===== config.mk =====
export PLATFORM = sky130hd
export DESIGN_NAME = float32_adder
export DESIGN_NICKNAME = d
export VERILOG_FILES = /design/src/hdl/fadd_pkg.sv /design/src/hdl/float32_adder.sv
export SDC_FILE = /design/constraint.sdc
export NUM_CORES = 1
export LEC_CHECK = 0
export ABC_CLOCK_PERIOD_IN_PS = 5700
export BUFFER_PORTS_ARGS = -buffer_cell sky130_fd_sc_hd__buf_2
export CORE_MARGIN = 2
export CORE_UTILIZATION = 40
export DETAILED_ROUTE_END_ITERATION = 6
export PLACE_DENSITY = 0.62
export SLEW_MARGIN = 20
export SYNTH_ARGS = -nofsm -noshare
export SYNTH_HDL_FRONTEND = slang
export SYNTH_SLANG_ARGS = --single-unit

===== constraint.sdc =====
create_clock -name clk -period 5.7 [get_ports clk]
set_input_delay 0 -clock clk [delete_from_list [all_inputs] [get_ports clk]]
set_output_delay 0 -clock clk [all_outputs]
set_load 0.01 [all_outputs]

===== src/hdl/fadd_pkg.sv =====
// shared constants and types for the single-precision adder
`timescale 1ns / 1ps
`default_nettype none
package fadd_pkg;
  localparam logic [31:0] QNAN_OUT = 32'h7fffffff;
  localparam logic [31:0] POS_INF  = 32'h7f800000;
  localparam logic [31:0] NEG_INF  = 32'hff800000;
  localparam logic [7:0]  EXP_MAX  = 8'hff;
  localparam logic [7:0]  GAP_LIMIT = 8'd27;

  // control carried between pipeline stages
  typedef struct packed {
    logic        vld;
    logic        early;   // result already decided
    logic [31:0] early_val;
    logic        sign;
    logic        sub;
  } ctl_t;
endpackage
`default_nettype wire


===== src/hdl/float32_adder.sv =====
// single-precision adder, four-stage pipeline
//
// Usage: raise start with in_operand_a and in_operand_b for one cycle; the
// request is taken when busy is low. busy is tied low, so a new request can
// be taken in every cycle. After stage four, out_valid is high for
// one cycle with out_sum. Stage one unpacks, handles the special cases and
// orders the operands by magnitude; stage two aligns the smaller
// significand with a sticky bit; stage three adds or subtracts; stage four
// counts leading zeros, normalises, rounds to nearest even and packs.
// Throughput is one request per cycle. The receiver cannot stall the
// result: each result is shown for one cycle only. Reset clears the stage
// valid bits, so nothing leaves the block in the cycles after reset until a
// request is taken.
// Denormal operands are flushed; any NaN gives 0x7fffffff.
`timescale 1ns / 1ps
`default_nettype none
module float32_adder
  import fadd_pkg::*;
(
  input  wire logic        clk,
  input  wire logic        rst_n,
  input  wire logic        start,
  output logic             busy,
  input  wire logic [31:0] in_operand_a,
  input  wire logic [31:0] in_operand_b,
  output logic             out_valid,
  output logic [31:0]      out_sum
);
  assign busy = 1'b0;

  // stage 1
  ctl_t        c1_nxt, c1_r;
  logic [7:0]  ex1_nxt, ex1_r, d1_nxt, d1_r;
  logic [22:0] ma1_nxt, ma1_r, mb1_nxt, mb1_r;

  always_comb begin
    logic [31:0] a, b;
    logic nan_a, nan_b;
    a = in_operand_a;
    b = in_operand_b;
    nan_a = (a[30:23] == EXP_MAX) && (a[22:0] != 23'd0);
    nan_b = (b[30:23] == EXP_MAX) && (b[22:0] != 23'd0);
    if (a[30:0] < b[30:0]) begin
      a = in_operand_b;
      b = in_operand_a;
    end
    c1_nxt.vld = start;
    c1_nxt.sign = a[31];
    c1_nxt.sub = a[31] ^ b[31];
    ex1_nxt = a[30:23];
    d1_nxt = a[30:23] - b[30:23];
    ma1_nxt = a[22:0];
    mb1_nxt = b[22:0];
    c1_nxt.early = 1'b1;
    c1_nxt.early_val = a;
    if (nan_a || nan_b) c1_nxt.early_val = QNAN_OUT;
    else if ((in_operand_a == POS_INF && in_operand_b == NEG_INF) ||
             (in_operand_b == POS_INF && in_operand_a == NEG_INF))
      c1_nxt.early_val = QNAN_OUT;
    else if (in_operand_a == POS_INF || in_operand_b == POS_INF)
      c1_nxt.early_val = POS_INF;
    else if (in_operand_a == NEG_INF || in_operand_b == NEG_INF)
      c1_nxt.early_val = NEG_INF;
    else if (in_operand_a[30:23] == 8'd0 && in_operand_b[30:23] == 8'd0)
      c1_nxt.early_val = 32'd0;
    else if (in_operand_a[30:23] == 8'd0) c1_nxt.early_val = in_operand_b;
    else if (in_operand_b[30:23] == 8'd0) c1_nxt.early_val = in_operand_a;
    else if (d1_nxt >= GAP_LIMIT) c1_nxt.early_val = a;
    else c1_nxt.early = 1'b0;
  end

  // stage 2: alignment with sticky
  ctl_t        c2_r;
  logic [7:0]  ex2_r;
  logic [26:0] ma2_r, mb2_r;
  logic [26:0] mb2_nxt;
  always_comb begin
    logic [26:0] mb, lost_mask;
    mb = {1'b1, mb1_r, 3'b000};
    lost_mask = ~(27'h7ffffff << d1_r[4:0]);
    mb2_nxt = (mb >> d1_r[4:0]) | {26'd0, |(mb & lost_mask)};
  end

  // stage 3: add or subtract
  ctl_t        c3_r;
  logic [7:0]  ex3_r;
  logic [27:0] m3_r;
  logic [27:0] m3_nxt;
  assign m3_nxt = c2_r.sub ? ({1'b0, ma2_r} - {1'b0, mb2_r})
                           : ({1'b0, ma2_r} + {1'b0, mb2_r});

  // stage 4: normalise, round, pack
  logic [31:0] res_nxt;
  always_comb begin
    logic [8:0]  ex;
    logic [27:0] m;
    logic [4:0]  lz;
    logic        found;
    ex = {1'b0, ex3_r};
    m = m3_r;
    lz = 5'd0;
    found = 1'b0;
    for (int i = 26; i >= 0; i--) begin
      if (!found && m[i]) begin
        found = 1'b1;
        lz = 5'(26 - i);
      end
    end
    res_nxt = 32'd0;
    if (c3_r.early) res_nxt = c3_r.early_val;
    else if (m == 28'd0) res_nxt = 32'd0;
    else begin
      if (m[27]) begin
        ex = ex + 9'd1;
        m = (m >> 1) | {27'd0, m[0]};
      end else if ({4'd0, lz} >= ex) begin
        // exponent runs out before the leading one
        ex = 9'd0;
      end else begin
        ex = ex - {4'd0, lz};
        m = m << lz;
      end
      if (ex != 9'd0 && m[2] && (m[3] || m[1] || m[0])) begin
        m = m + 28'd8;
        if (m[27]) begin
          ex = ex + 9'd1;
          m = m >> 1;
        end
      end
      if (ex >= 9'd255) res_nxt = {c3_r.sign, POS_INF[30:0]};
      else if (ex == 9'd0) res_nxt = {c3_r.sign, 31'd0};
      else res_nxt = {c3_r.sign, ex[7:0], m[25:3]};
    end
  end

  logic        v4_r;
  logic [31:0] res_r;

  always_ff @(posedge clk) begin
    if (!rst_n) begin
      c1_r.vld <= 1'b0;
      c2_r.vld <= 1'b0;
      c3_r.vld <= 1'b0;
      v4_r <= 1'b0;
    end else begin
      c1_r.vld <= c1_nxt.vld;
      c2_r.vld <= c1_r.vld;
      c3_r.vld <= c2_r.vld;
      v4_r <= c3_r.vld;
    end
    c1_r.early <= c1_nxt.early;
    c1_r.early_val <= c1_nxt.early_val;
    c1_r.sign <= c1_nxt.sign;
    c1_r.sub <= c1_nxt.sub;
    ex1_r <= ex1_nxt;
    d1_r <= d1_nxt;
    ma1_r <= ma1_nxt;
    mb1_r <= mb1_nxt;
    c2_r.early <= c1_r.early;
    c2_r.early_val <= c1_r.early_val;
    c2_r.sign <= c1_r.sign;
    c2_r.sub <= c1_r.sub;
    ex2_r <= ex1_r;
    ma2_r <= {1'b1, ma1_r, 3'b000};
    mb2_r <= mb2_nxt;
    c3_r.early <= c2_r.early;
    c3_r.early_val <= c2_r.early_val;
    c3_r.sign <= c2_r.sign;
    c3_r.sub <= c2_r.sub;
    ex3_r <= ex2_r;
    m3_r <= m3_nxt;
    res_r <= res_nxt;
  end

  assign out_valid = v4_r;
  assign out_sum = res_r;
endmodule
`default_nettype wire

==> summary.md <==
| Metric | Value |
|---|---|
| Boundary Pins | `101` |
| Layout Cells excl Fill | `2969` |
| DR WL/cell | `21.5 µm` |
| Clock Skew | `0.0180 ns` |
| Slew Limit Headroom | `28.7%` |
| Worst-Margin Slew | `1.07 ns` |
| Post-DP HPWL | `48.0 mm` |
| Die height | `210 µm` |
| PD cells | `518 nW/µm²` |
| WHS Path Cells | `5` |
| Peak VDD IR | `0.000261 V` |
| Hold Fails Final Rpt | `0` |
| Ant. Diodes | `0` |
| Std cell rows | `75` |
| Syn Nets | `2252` |
| Reg2Reg Capture Point | `out_sum[11]` |
| Crit Path Class | `register to register` |
| Mapped Area | `17000 µm²` |
| Count of pins over their slew limit | `0` |
| R2R setup slack | `0.05 ns` |
| Unrepaired setup endpoints after global routing | `true` |
| Flops & latches, synth | `293` |
| Largest net degree at the start of global routing | `64` |
| Status | `completed` |
| First-pass GRT wire length | `96.8 mm` |
| Tot Pwr | `11.3 mW` |
| DRT Wirelength | `63.9 mm` |
| Fill count | `3887` |
| Vias per cell | `5.81` |
| Top cells by area, synth | `dfxtp_1 (35%), ha_1 (6.4%), o21ai_0 (5.2%)` |
| Worst EP required | `6.16 ns` |
| Count leader, synth | `dfxtp_1` |
| Cts bufs inserted | `28` |
| Tot GR Track Use | `28.1%` |
| Post-synth EDFFs | `0` |
| Biggest area consumer among synthesized cells | `dfxtp_1` |
| Initial antenna violation count | `0` |
| CP Launch Type | `register` |
| CP max stage delay | `0.56 ns` |
| Routability cong. | `0.999` |
| Post-synth ARST share | `0%` |
| CTS tree | `done` |
| CP endpoint kind | `register` |
| Arrival time worst endpoint | `6.11 ns` |
| Final Net Count | `2566` |
| Clock sinks | `293` |
| Die W | `210 µm` |
| Post-synth top flop | `dfxtp_1` |
| Worst Hold Path EP | `c1_r[9]` |
| Die ar. | `44100 µm²` |
| Post-synthesis sequential area ratio | `34.5%` |
| Post-synthesis cell count | `2096` |
| Initial core utilization | `40.5%` |
| CTS max path bufs | `3` |
| Hold Crit Start | `in_operand_b[7]` |
| Period utilisation layout | `99.2%` |
| Synth warnings | `0` |
| Hold Crit Class | `input port to register` |
| Buf+Inv Stages, Crit Path | `6` |
| PortBufs | `99` |
| R2r startpoint | `m3_r[22]` |
| Vias in the first global route | `16600` |
| Initial DRC count | `1633` |
| CP Max Fanout | `6` |
| Fmax | `0.177 GHz` |
| First-pass DRT Iterations | `6` |
| Worst skew pair latency | `0.55 ns` |
| Vias | `17300` |
| Cell total after placement | `2785` |
| CTS root buffer | `clkbuf_16` |
| Minimum clock period | `5.65 ns` |
| Reg clk slew, reported paths | `0.07 ns` |
| Yosys top cell area share | `34.5%` |
| Leakage | `9.34 nW` |
| CP max stage cell | `or4_4` |
| Synth cell types | `103` |
| Avg Cell Area, Syn | `8.11 µm²` |
| Layout Area Growth over Synthesis | `28.8%` |
| Share of cells above drive strength 1 | `21.5%` |
| Post-route DRC violation count | `0` |
| Worst Reg-to-Reg Cells | `26` |
| H-tree depth | `1` |
| Floorplan core area | `41900 µm²` |
| Final setup fails | `0` |
| Antenna Nets Post-Route | `0` |
| Most frequent cells after synthesis | `dfxtp_1 (293), nand2_1 (233), o21ai_0 (175)` |
| Remaining global-route overflow | `0` |
| Top delay family on crit path | `simple AND/OR/NAND/NOR gates` |
| Maxcap violations | `0` |
[power by group]
group	switching (mW)	internal [mW]	total, mW
registers	0.320	2.55	2.87
logic	3.95	2.62	6.57
clock network	0.786	1.10	1.89
[cells in the final DEF, fill, tap and decap left out, types with 55 or more instances in the layout]
master,synthesis,layout
a21oi_1,153,150
buf_2,18,99
buf_4,6,199
dfxtp_1,293,289
dlygate4sd3_1,0,102
ha_1,87,82
inv_1,112,110
mux2i_1,61,59
nand2_1,233,225
nand3_1,60,55
nor2_1,156,151
o21ai_0,175,167
[flip-flops by register name (all words and copies together), names as in the netlist, 23 cells and up]
name	flops
c1_r	36
c2_r	36
c3_r	35
out_sum	32
m3_r	28
mb2_r	27
ma1_r	23
ma2_r	23
mb1_r	23
[metrics by stage]
stage | TNS (ns) | util [%] | setup slack, ns | instance area [µm²] | hold slack, ns
6_report | 0 | 52.2 | 0.0459 | 21900 | 0.0703
3_5_place_dp | -3.16 | 45.7 | -0.211 | 19200 | 0.205
5_1_grt | -5.02 | 52.2 | -0.237 | 21900 | 0.0658
4_1_cts | -0.573 | 51.1 | -0.0838 | 21400 | 0.0157
3_3_place_gp | -0.379 | 45.7 | -0.0664 | 19200 | 0.208
2_1_floorplan | 0 | - | 0.0119 | 17200 | 0.106
[tightest hold or removal path, cell delays in order]
cell	delay, ns
buf_2	0.10
inv_1	0.11
nor2_1	0.12
a21oi_1	0.07
o21ai_0	0.16
[cell type report]
type / count / area (µm²) / area share, %
clock buffer: 34 / 764 / 3.49
clock inverter: 16 / 189 / 0.863
inverter: 116 / 440 / 2.01
multi-input combinational: 1560 / 10800 / 49.2
sequential: 293 / 5870 / 26.8
tap: 539 / 674 / 3.08
timing repair buffer: 411 / 3190 / 14.6
[how the worst max path moves through the flow]
stage,endpoint,from,slack [ns],cells after the start
final,out_sum[11],m3_r[22],0.05,26
after global routing,out_sum[15],m3_r[22],-0.24,26
after CTS,out_sum[13],m3_r[19],-0.08,27
after detailed placement,out_sum[11],m3_r[23],-0.21,25
after global placement,out_sum[11],m3_r[25],-0.07,23
after floorplan,out_sum[14],m3_r[24],0.01,26
[cells by family (layout without fill, tap and decap cells)]
family / Yosys count / in the layout / synth area share, %
AOI/OAI and AO/OA: 617 / 617 / 23.4
xor gates and xnor gates: 49 / 49 / 2.53
adders and majority gates: 89 / 89 / 6.64
buffers and inverters: 243 / 577 / 5.98
DFF: 293 / 293 / 34.5
muxes: 91 / 91 / 6.18
other: 1 / 1 / 0.0221
and+or+nand+nor: 713 / 713 / 20.7
[metal layers]
metal,part of all wire (%),global-route usage [%]
met2,46,46.9
met3,6.2,2.96
met1,42,36.5
met5,0,0
met4,4.8,13.0
[what timing repair did]
| item | in CTS | in global routing |
|---|---|---|
| endpoints found under the setup margin | 26 | 30 |
| hold endpoints to repair | 92 | 0 |
| buffers inserted | 15 | 16 |
| gates resized for setup | 29 | 71 |
| hold buffers | 102 | 0 |
| pin swaps | 21 | 40 |
| cloned | 1 | 0 |
No activity file was read; power rests on OpenSTA's default activity.
